===== src/design/tbb_pkg.sv =====
// ----------------------------------------------------------------------------
// tbb_pkg: shared types and codes of the bounding-box trimmer
// Payload structs of the pixel and box channels, pixel format codes and
// register indexes of the configuration port.
// ----------------------------------------------------------------------------
`default_nettype none

package tbb_pkg;

    // One transfer on the pixel channel.
    typedef struct packed {
        logic [31:0] pixel_a;
        logic [31:0] pixel_b;
    } pixel_t;

    // One transfer on the box channel.
    typedef struct packed {
        logic        not_empty;
        logic [15:0] box_x;
        logic [15:0] box_y;
        logic [15:0] box_w;
        logic [15:0] box_h;
    } box_t;

    typedef enum logic [1:0] {
        FMT_RGBA    = 2'd0,
        FMT_GRAY    = 2'd1,
        FMT_INDEXED = 2'd2,
        FMT_BITMAP  = 2'd3
    } pixel_format_t;

    // Register indexes; register i sits at byte address 4*i.
    typedef enum logic [2:0] {
        REG_PIXEL_FORMAT   = 3'd0,
        REG_COMPARE_SOURCE = 3'd1,
        REG_REF_PIXEL      = 3'd2,
        REG_WINDOW_X       = 3'd3,
        REG_WINDOW_Y       = 3'd4,
        REG_WINDOW_W       = 3'd5,
        REG_WINDOW_H       = 3'd6,
        REG_UNUSED         = 3'd7
    } reg_index_t;

    localparam int unsigned PADDR_BITS = 5;

endpackage : tbb_pkg

`default_nettype wire


===== src/design/trim_bounding_box.sv =====
// ----------------------------------------------------------------------------
// trim_bounding_box: streaming bounding-box trimmer
// Finds the smallest rectangle of differing pixels in a raster-order window
// and reports it after the window's last pixel.
// ----------------------------------------------------------------------------
`default_nettype none

// The block takes one pixel transfer per clock cycle, in raster order over the
// window set by window_x, window_y, window_w and window_h, as long as the
// input register does not stall: each pixel sits in the input register while
// a single compare and the min/max update of the box run, and the window's box
// is loaded into the result register at the last pixel; box_valid rises once
// the pixel that closes the window leaves the input register. The input
// register only holds a pixel back (pixel_stall) when that pixel closes a
// window and the previous box is still stalled in the result register; all
// other pixels keep moving regardless of the box channel. A pixel differs when
// it does not equal the reference colour (RGBA and gray pixels whose alpha is
// zero on both sides count as equal) or, with compare_source set, when it does
// not equal the same-position pixel of the second image. A window size of
// zero counts as one. Window registers are used modulo 2^COORD_BITS and
// box_x/box_y wrap the same way. An empty window reports not_empty low with
// all box fields zero. The user must write configuration through the APB-style
// port only while no window is in flight; the block itself does not enforce it.
// pready is always high and reads return the stored value.

module trim_bounding_box
    import tbb_pkg::*;
#(
    parameter int unsigned COORD_BITS = 16
)
(
    input  wire logic                  clk,
    input  wire logic                  rst_n,

    // Configuration port
    input  wire logic                  psel,
    input  wire logic                  penable,
    input  wire logic                  pwrite,
    input  wire logic [PADDR_BITS-1:0] paddr,
    input  wire logic [31:0]           pwdata,
    output      logic [31:0]           prdata,
    output      logic                  pready,

    // Pixel channel
    input  wire logic                  pixel_valid,
    output      logic                  pixel_stall,
    input  wire pixel_t                pixel,

    // Box channel
    output      logic                  box_valid,
    input  wire logic                  box_stall,
    output      box_t                  box
);

    localparam int unsigned C = COORD_BITS;

    // ------------------------------------------------------------------
    // Configuration registers
    // ------------------------------------------------------------------
    pixel_format_t pixel_format_reg;
    logic          compare_source_reg;
    logic [31:0]   ref_pixel_reg;
    logic [15:0]   window_x_reg;
    logic [15:0]   window_y_reg;
    logic [15:0]   window_w_reg;
    logic [15:0]   window_h_reg;

    reg_index_t    reg_index;
    logic          cfg_write;

    assign reg_index = reg_index_t'(paddr[4:2]);
    assign cfg_write = psel && penable && pwrite && pready;
    assign pready    = 1'b1;

    always_ff @(posedge clk or negedge rst_n)
    begin
        if (!rst_n)
        begin
            pixel_format_reg   <= FMT_RGBA;
            compare_source_reg <= 1'b0;
            ref_pixel_reg      <= '0;
            window_x_reg       <= '0;
            window_y_reg       <= '0;
            window_w_reg       <= 16'd1;
            window_h_reg       <= 16'd1;
        end
        else if (cfg_write)
        begin
            case (reg_index)
                REG_PIXEL_FORMAT:   pixel_format_reg   <= pixel_format_t'(pwdata[1:0]);
                REG_COMPARE_SOURCE: compare_source_reg <= pwdata[0];
                REG_REF_PIXEL:      ref_pixel_reg      <= pwdata;
                REG_WINDOW_X:       window_x_reg       <= pwdata[15:0];
                REG_WINDOW_Y:       window_y_reg       <= pwdata[15:0];
                REG_WINDOW_W:       window_w_reg       <= pwdata[15:0];
                REG_WINDOW_H:       window_h_reg       <= pwdata[15:0];
                default:            ;
            endcase
        end
    end

    always_comb
    begin
        case (reg_index)
            REG_PIXEL_FORMAT:   prdata = 32'(pixel_format_reg);
            REG_COMPARE_SOURCE: prdata = 32'(compare_source_reg);
            REG_REF_PIXEL:      prdata = ref_pixel_reg;
            REG_WINDOW_X:       prdata = 32'(window_x_reg);
            REG_WINDOW_Y:       prdata = 32'(window_y_reg);
            REG_WINDOW_W:       prdata = 32'(window_w_reg);
            REG_WINDOW_H:       prdata = 32'(window_h_reg);
            default:            prdata = '0;
        endcase
    end

    // ------------------------------------------------------------------
    // Input register
    // ------------------------------------------------------------------
    logic   s1_valid_reg;
    pixel_t s1_pixel_reg;
    logic   advance;        // the held pixel is consumed this cycle
    logic   pixel_take;

    assign pixel_stall = s1_valid_reg && !advance;
    assign pixel_take  = pixel_valid && !pixel_stall;

    always_ff @(posedge clk or negedge rst_n)
    begin
        if (!rst_n)
        begin
            s1_valid_reg <= 1'b0;
        end
        else if (pixel_take)
        begin
            s1_valid_reg <= 1'b1;
        end
        else if (advance)
        begin
            s1_valid_reg <= 1'b0;
        end
    end

    always_ff @(posedge clk)
    begin
        if (pixel_take)
        begin
            s1_pixel_reg <= pixel;
        end
    end

    // ------------------------------------------------------------------
    // Compare
    // ------------------------------------------------------------------
    logic differs;
    logic alpha_clear;

    always_comb
    begin
        case (pixel_format_reg)
            FMT_RGBA: alpha_clear = (s1_pixel_reg.pixel_a[31:24] == 8'd0)
                                    && (ref_pixel_reg[31:24] == 8'd0);
            FMT_GRAY: alpha_clear = (s1_pixel_reg.pixel_a[15:8] == 8'd0)
                                    && (ref_pixel_reg[15:8] == 8'd0);
            default:  alpha_clear = 1'b0;
        endcase

        if (compare_source_reg)
        begin
            differs = (s1_pixel_reg.pixel_a != s1_pixel_reg.pixel_b);
        end
        else
        begin
            differs = !alpha_clear && (s1_pixel_reg.pixel_a != ref_pixel_reg);
        end
    end

    // ------------------------------------------------------------------
    // Window position and box tracking
    // ------------------------------------------------------------------
    logic [C-1:0] col_count_reg, col_count_next;
    logic [C-1:0] row_count_reg, row_count_next;
    logic [C-1:0] min_col_reg, min_col_next;
    logic [C-1:0] max_col_reg, max_col_next;
    logic [C-1:0] min_row_reg, min_row_next;
    logic [C-1:0] max_row_reg, max_row_next;
    logic         found_reg, found_next;

    logic [C-1:0] wlim, hlim;
    logic         col_last, row_last, window_end;

    // A zero size counts as one.
    assign wlim = (window_w_reg[C-1:0] == '0) ? C'(1) : window_w_reg[C-1:0];
    assign hlim = (window_h_reg[C-1:0] == '0) ? C'(1) : window_h_reg[C-1:0];

    // At or beyond the last column/row ends it, so a mid-window change cannot hang.
    assign col_last   = (col_count_reg >= wlim - C'(1));
    assign row_last   = (row_count_reg >= hlim - C'(1));
    assign window_end = col_last && row_last;

    // The closing pixel waits only if the result register cannot take its box.
    assign advance = s1_valid_reg && (!window_end || !box_valid || !box_stall);

    always_comb
    begin
        col_count_next = col_count_reg;
        row_count_next = row_count_reg;
        min_col_next   = min_col_reg;
        max_col_next   = max_col_reg;
        min_row_next   = min_row_reg;
        max_row_next   = max_row_reg;
        found_next     = found_reg;

        if (advance)
        begin
            if (differs)
            begin
                if (!found_reg)
                begin
                    min_col_next = col_count_reg;
                    max_col_next = col_count_reg;
                    min_row_next = row_count_reg;
                    max_row_next = row_count_reg;
                    found_next   = 1'b1;
                end
                else
                begin
                    if (col_count_reg < min_col_reg) min_col_next = col_count_reg;
                    if (col_count_reg > max_col_reg) max_col_next = col_count_reg;
                    if (row_count_reg < min_row_reg) min_row_next = row_count_reg;
                    if (row_count_reg > max_row_reg) max_row_next = row_count_reg;
                end
            end

            if (!col_last)
            begin
                col_count_next = col_count_reg + C'(1);
            end
            else if (!row_last)
            begin
                col_count_next = '0;
                row_count_next = row_count_reg + C'(1);
            end
            else
            begin
                // Window done: start the next one from a clean slate.
                col_count_next = '0;
                row_count_next = '0;
                min_col_next   = '0;
                max_col_next   = '0;
                min_row_next   = '0;
                max_row_next   = '0;
                found_next     = 1'b0;
            end
        end
    end

    always_ff @(posedge clk or negedge rst_n)
    begin
        if (!rst_n)
        begin
            col_count_reg <= '0;
            row_count_reg <= '0;
            min_col_reg   <= '0;
            max_col_reg   <= '0;
            min_row_reg   <= '0;
            max_row_reg   <= '0;
            found_reg     <= 1'b0;
        end
        else
        begin
            col_count_reg <= col_count_next;
            row_count_reg <= row_count_next;
            min_col_reg   <= min_col_next;
            max_col_reg   <= max_col_next;
            min_row_reg   <= min_row_next;
            max_row_reg   <= max_row_next;
            found_reg     <= found_next;
        end
    end

    // ------------------------------------------------------------------
    // Result register
    // ------------------------------------------------------------------
    // The box is formed from the state as it stands after the closing pixel
    // has been folded in, i.e. the values the update logic would keep.
    logic [C-1:0] fin_min_col, fin_max_col, fin_min_row, fin_max_row;
    logic [C-1:0] fin_x, fin_y, fin_w, fin_h;
    logic         fin_found;
    box_t         box_reg, box_next;
    logic         box_valid_reg, box_valid_next;
    logic         box_load;

    assign box_load = advance && window_end;

    always_comb
    begin
        fin_found   = found_reg;
        fin_min_col = min_col_reg;
        fin_max_col = max_col_reg;
        fin_min_row = min_row_reg;
        fin_max_row = max_row_reg;
        if (differs)
        begin
            if (!found_reg)
            begin
                fin_found   = 1'b1;
                fin_min_col = col_count_reg;
                fin_max_col = col_count_reg;
                fin_min_row = row_count_reg;
                fin_max_row = row_count_reg;
            end
            else
            begin
                if (col_count_reg < min_col_reg) fin_min_col = col_count_reg;
                if (col_count_reg > max_col_reg) fin_max_col = col_count_reg;
                if (row_count_reg < min_row_reg) fin_min_row = row_count_reg;
                if (row_count_reg > max_row_reg) fin_max_row = row_count_reg;
            end
        end

        // Corner sums and sizes wrap at the coordinate width.
        fin_x = window_x_reg[C-1:0] + fin_min_col;
        fin_y = window_y_reg[C-1:0] + fin_min_row;
        fin_w = fin_max_col - fin_min_col + C'(1);
        fin_h = fin_max_row - fin_min_row + C'(1);

        box_next = '0;
        if (fin_found)
        begin
            box_next.not_empty = 1'b1;
            box_next.box_x = 16'(fin_x);
            box_next.box_y = 16'(fin_y);
            box_next.box_w = 16'(fin_w);
            box_next.box_h = 16'(fin_h);
        end

        if (box_load)
        begin
            box_valid_next = 1'b1;
        end
        else if (!box_stall)
        begin
            box_valid_next = 1'b0;
        end
        else
        begin
            box_valid_next = box_valid_reg;
        end
    end

    always_ff @(posedge clk or negedge rst_n)
    begin
        if (!rst_n)
        begin
            box_valid_reg <= 1'b0;
        end
        else
        begin
            box_valid_reg <= box_valid_next;
        end
    end

    always_ff @(posedge clk)
    begin
        if (box_load)
        begin
            box_reg <= box_next;
        end
    end

    assign box_valid = box_valid_reg;
    assign box       = box_reg;

    // ------------------------------------------------------------------
    // Assertions
    // ------------------------------------------------------------------
    // A new box only appears after a held pixel closed a window.
    a_box_from_pixel: assert property (@(posedge clk) disable iff (!rst_n)
        $rose(box_valid) |-> $past(s1_valid_reg))
        else $error("box appeared without a pixel closing the window");

    // Loading a box leaves the tracking state cleared for the next window.
    a_clear_after_box: assert property (@(posedge clk) disable iff (!rst_n)
        box_load |=> (col_count_reg == '0 && row_count_reg == '0 && !found_reg))
        else $error("window state not cleared after a box");

    // An empty window reports a zero-sized box.
    a_empty_is_zero: assert property (@(posedge clk) disable iff (!rst_n)
        (box_valid && !box.not_empty) |-> (box.box_w == 16'd0 && box.box_h == 16'd0
                                           && box.box_x == 16'd0 && box.box_y == 16'd0))
        else $error("empty box has nonzero fields");

    // Pixels are held back only while a closing pixel waits on a stalled box.
    a_stall_cause: assert property (@(posedge clk) disable iff (!rst_n)
        pixel_stall |-> (s1_valid_reg && window_end && box_valid && box_stall))
        else $error("pixel channel stalled without cause");

endmodule : trim_bounding_box

`default_nettype wire

===== config.mk =====
export PLATFORM = sky130hd
export DESIGN_NAME = trim_bounding_box
export DESIGN_NICKNAME = d
export VERILOG_FILES = /design/src/design/tbb_pkg.sv /design/src/design/trim_bounding_box.sv
export SDC_FILE = /design/constraint.sdc
export NUM_CORES = 1
export LEC_CHECK = 0
export BUFFER_PORTS_ARGS = -buffer_cell sky130_fd_sc_hd__buf_2
export CAP_MARGIN = 20
export CORE_MARGIN = 4
export CORE_UTILIZATION = 26
export CTS_BUF_LIST = sky130_fd_sc_hd__clkbuf_4
export DETAILED_ROUTE_END_ITERATION = 8
export GPL_TIMING_DRIVEN = 0
export PLACE_DENSITY = 0.53
export SETUP_SLACK_MARGIN = 0.4
export SLEW_MARGIN = 25
export SYNTH_ARGS = -nofsm -noshare
export SYNTH_HDL_FRONTEND = slang
export SYNTH_SLANG_ARGS = --single-unit

===== constraint.sdc =====
create_clock -name clk -period 7.64 [get_ports clk]
set_input_delay 0.382 -clock clk [delete_from_list [all_inputs] [get_ports clk]]
set_output_delay 0.382 -clock clk [all_outputs]
set_load 0.005 [all_outputs]

==> run_summary.xml <==
<?xml version="1.0" encoding="UTF-8"?>
<metrics>
  <group name="timing">
    <metric name="timing.max_slew.rel_slack" unit="">0.404</metric>
    <metric name="finalHoldViolations" unit="">0</metric>
    <metric name="final-max-slew-violation-count" unit="">0</metric>
    <metric name="final.setup.tns" unit="ps">0</metric>
    <metric name="setup_failing_eps_final" unit="">0</metric>
    <metric name="fin_crit_sh" unit="">0.839</metric>
    <metric name="max_freq" unit="MHz">156</metric>
    <metric name="finalHoldWorstSlack" unit="ps">193</metric>
    <metric name="tightest_slew" unit="ps">894</metric>
    <metric name="fin_crit" unit="ps">6410</metric>
    <metric name="final.setup_skew" unit="ps">58.9</metric>
    <metric name="grt_setup_unrepaired" unit="">no</metric>
  </group>
  <group name="synthesis">
    <metric name="syn-instance-count" unit="">1842</metric>
    <metric name="ys_warn_count" unit="">0</metric>
    <metric name="netlist.area_leader.share" unit="">0.248</metric>
    <metric name="post_synth_main_area_contributors" unit="">dfrtp_1 (25%), edfxtp_1 (20%), ha_1 (12%), mux2_2 (6.4%), xnor2_1 (4.5%)</metric>
    <metric name="synth.net_count" unit="">2140</metric>
    <metric name="synthDistinctLibCells" unit="">77</metric>
    <metric name="postSynth.topFlopCell" unit="">dfrtp_1</metric>
    <metric name="netlist_area" unit="µm²">19700</metric>
    <metric name="yosys.cell_count.top_type" unit="">dfrtp_1</metric>
    <metric name="ys_ff_latch" unit="">327</metric>
    <metric name="synth_async_sr_flop_share" unit="">0.606</metric>
    <metric name="synth_top_area_cell" unit="">dfrtp_1</metric>
    <metric name="synth.cells.most_frequent" unit="">dfrtp_1 (196), ha_1 (186), nor2_1 (134), edfxtp_1 (129), inv_1 (120)</metric>
    <metric name="synth_edf_count" unit="">129</metric>
    <metric name="seq_area_frac_synth" unit="">0.447</metric>
    <metric name="synth_area_per_cell" unit="µm²">10.7</metric>
  </group>
  <group name="cts">
    <metric name="clk_pin_slew" unit="ps">70</metric>
    <metric name="cts_buffer_depth" unit="">3</metric>
    <metric name="ctsRootBufferMaster" unit="">clkbuf_4</metric>
    <metric name="cts-htree-levels" unit="">3</metric>
    <metric name="post_cts.repair.setup_buffers" unit="">0</metric>
    <metric name="cts_tree" unit="">built</metric>
    <metric name="numCtsBuffers" unit="">93</metric>
    <metric name="clock_latency" unit="ps">860</metric>
    <metric name="tritoncts_num_sinks" unit="">327</metric>
  </group>
  <group name="place">
    <metric name="placedCellCount" unit="">3019</metric>
    <metric name="dpl.hpwl" unit="µm">50700</metric>
    <metric name="finalWeightedCongestion" unit="">0.902</metric>
    <metric name="io_buffers" unit="">202</metric>
  </group>
  <group name="critical_path">
    <metric name="timing.critical_path.to_type" unit="">flip-flop</metric>
    <metric name="crit_path_max_incr_delay" unit="ps">660</metric>
    <metric name="worst-setup-path-type" unit="">reg2reg</metric>
    <metric name="critical_path.n_buffers_inverters" unit="">3</metric>
    <metric name="crit_slowest_cell" unit="">clkbuf_4</metric>
    <metric name="crit-reg2reg-launch" unit="">window_w_reg[5]</metric>
    <metric name="timing.critical_path.max_delay_family" unit="">simple AND/OR/NAND/NOR gates</metric>
    <metric name="timing.critical_path.fanout_max" unit="">39</metric>
    <metric name="cp-startpoint" unit="">window_w_reg[5]</metric>
    <metric name="start_kind" unit="">flip-flop</metric>
    <metric name="cp_cell_sequence" unit="">clkbuf_1 -&gt; nor4_1 -&gt; nor4b_1 -&gt; a21oi_1 -&gt; ha_1 -&gt; nand2_1 -&gt; or2_2 -&gt; or3b_2 -&gt; nor4b_1 -&gt; xnor2_1 -&gt; ha_1 -&gt; nand4_1 -&gt; nor4_1 -&gt; a221oi_4 -&gt; nor2_1 -&gt; nand2_1 -&gt; a21oi_1 -&gt; clkbuf_4 -&gt; buf_12</metric>
    <metric name="worst-endpoint-arrival" unit="ps">6910</metric>
    <metric name="worst_ep_required_time" unit="ps">8140</metric>
  </group>
  <group name="global_routing">
    <metric name="grt_overflow" unit="">0</metric>
    <metric name="grt_first_pass_wirelength" unit="µm">97400</metric>
    <metric name="grt_pass1_vias" unit="">16300</metric>
    <metric name="initial_antenna_violation_count" unit="">7</metric>
    <metric name="maximum_number_of_pins_on_one_net_before_global_route_repair" unit="">88</metric>
    <metric name="global_route.usage.total" unit="">0.157</metric>
  </group>
  <group name="layout">
    <metric name="final_layout_size_suffix_gt1_frac" unit="">0.226</metric>
    <metric name="layoutNonFillerInstCount" unit="">3297</metric>
    <metric name="num-fill-cells" unit="">7643</metric>
    <metric name="nets" unit="">2545</metric>
    <metric name="area_growth_syn_to_layout" unit="%">23.6</metric>
    <metric name="largest_reg_flops" unit="">65</metric>
  </group>
  <group name="die">
    <metric name="die_h" unit="µm">284</metric>
    <metric name="start_util" unit="">0.264</metric>
    <metric name="rows" unit="">100</metric>
    <metric name="boundaryPins" unit="">208</metric>
    <metric name="floorplan.die_area" unit="µm²">80400</metric>
    <metric name="chipWidth" unit="µm">284</metric>
    <metric name="coreArea" unit="µm²">74800</metric>
  </group>
  <group name="worst_hold_path">
    <metric name="worst_hold_startpoint" unit="">paddr[4]</metric>
    <metric name="hp-class" unit="">in2reg</metric>
  </group>
  <group name="drt">
    <metric name="totalWireLength" unit="µm">64700</metric>
    <metric name="first_iter_violations" unit="">973</metric>
    <metric name="post-route-drc-count" unit="">0</metric>
    <metric name="vias" unit="">15800</metric>
    <metric name="drt_first_pass_iters" unit="">7</metric>
    <metric name="antenna_violating_nets_post_route" unit="">0</metric>
    <metric name="wl_per_cell" unit="µm">19.6</metric>
    <metric name="via_per_inst" unit="">4.80</metric>
  </group>
  <group name="power">
    <metric name="maximum_vdd_drop" unit="mV">0.237</metric>
    <metric name="cellLeakagePower" unit="nW">10.9</metric>
    <metric name="powerDensity" unit="nW/µm²">367</metric>
  </group>
  <group name="job">
    <metric name="drv_cap" unit="">0</metric>
  </group>
  <group name="status">
    <metric name="outcome" unit="">finished clean</metric>
  </group>
</metrics>
-- area by class of cell --
cell class                 instances  area, µm²  share of cell area
multi-input combinational       1326      10200               0.417
sequential                       327       8830               0.362
timing repair buffer             310       2210              0.0905
tap                              969       1210              0.0497
clock buffer                     134       1010              0.0412
inverter                         120        450              0.0185
buffer                            69        307              0.0126
clock inverter                    38        196             0.00805
antenna                            4       10.0            0.000410
-- repair_timing --
action                    4_1_cts  5_1_grt
hold buffers                  102        0
resized for setup               0        0
hold endpoints to repair      289        0
-- layout by cell type (no fill, tap or decap), drive strengths merged, types with 8 or more instances in the layout --
master,instances
buf,235
dfrtp,196
ha,186
clkbuf,177
nor2,135
edfxtp,129
inv,124
mux2,114
xnor2,101
dlygate4sd3,101
nand2,95
a21oi,86
o21ai,85
xor2,59
nand4,44
nor3,35
o22ai,33
a21o,32
nor2b,32
clkinv,32
a22o,31
nor4,24
nand3,21
and3,21
mux2i,21
and2,21
a221oi,19
a211oi,15
a22oi,14
nor3b,9
o211ai,8
-- kinds of logic (layout without fill, tap and decap cells) --
group,after synthesis,after routing,synth area share
compound gates,366,366,0.123
xor+xnor,160,160,0.0710
fa+ha+maj,190,190,0.122
buf+inv,189,671,0.0381
flops,327,327,0.447
mux,135,135,0.0759
other cells,1,5,0.000190
simple gates,474,474,0.123
-- worst min-delay path: cells and delay by family --
| family | cells | cell delay, ps |
|---|---|---|
| buffers and inverters | 1 | 160 |
| multiplexers | 1 | 240 |
| AND/OR/NAND/NOR | 2 | 230 |
-- power by group --
group | switching (mW) | internal (mW) | leakage (nW) | total (mW)
registers | 0.301 | 2.32 | 3.82 | 2.62
clock network | 0.813 | 0.848 | 0.717 | 1.66
logic | 2.59 | 2.08 | 6.34 | 4.67
total | 3.71 | 5.25 | 10.9 | 8.95
-- stage by stage --
step	area (µm²)	utilization	power (mW)	setup WS (ps)
4_1_cts	24400	0.326	9.04	1200
3_3_place_gp	22000	0.294	7.19	-1730
6_report	24400	0.326	8.95	1230
3_5_place_dp	22200	0.296	7.28	1230
2_1_floorplan	19700	-	6.09	645
5_1_grt	24400	0.326	9.73	830
-- routing by layer --
| metal | track usage | wire (µm) | up-vias |
|---|---|---|---|
| met4 | 0.0507 | 1760 | 0 |
| met3 | 0.0434 | 4670 | 110 |
| met1 | 0.212 | 29900 | 7639 |
| li1 | - | - | 7584 |
| met5 | 0 | 0 | - |
| met2 | 0.244 | 28300 | 498 |
-- worst paths after layout --
check / slack, ps / cells after the start / endpoint
max in group asynchronous: 5980 / 5 / min_col_reg[8]
hold / removal: 190 / 4 / window_h_reg[2]
min in group asynchronous: 540 / 3 / compare_source_reg
setup / recovery: 1230 / 19 / box[52]
hold reg to reg: 500 / 1 / max_row_reg[13]
setup reg to reg: 1230 / 19 / box[52]
Note: power is estimated with default switching activity, not from simulation.
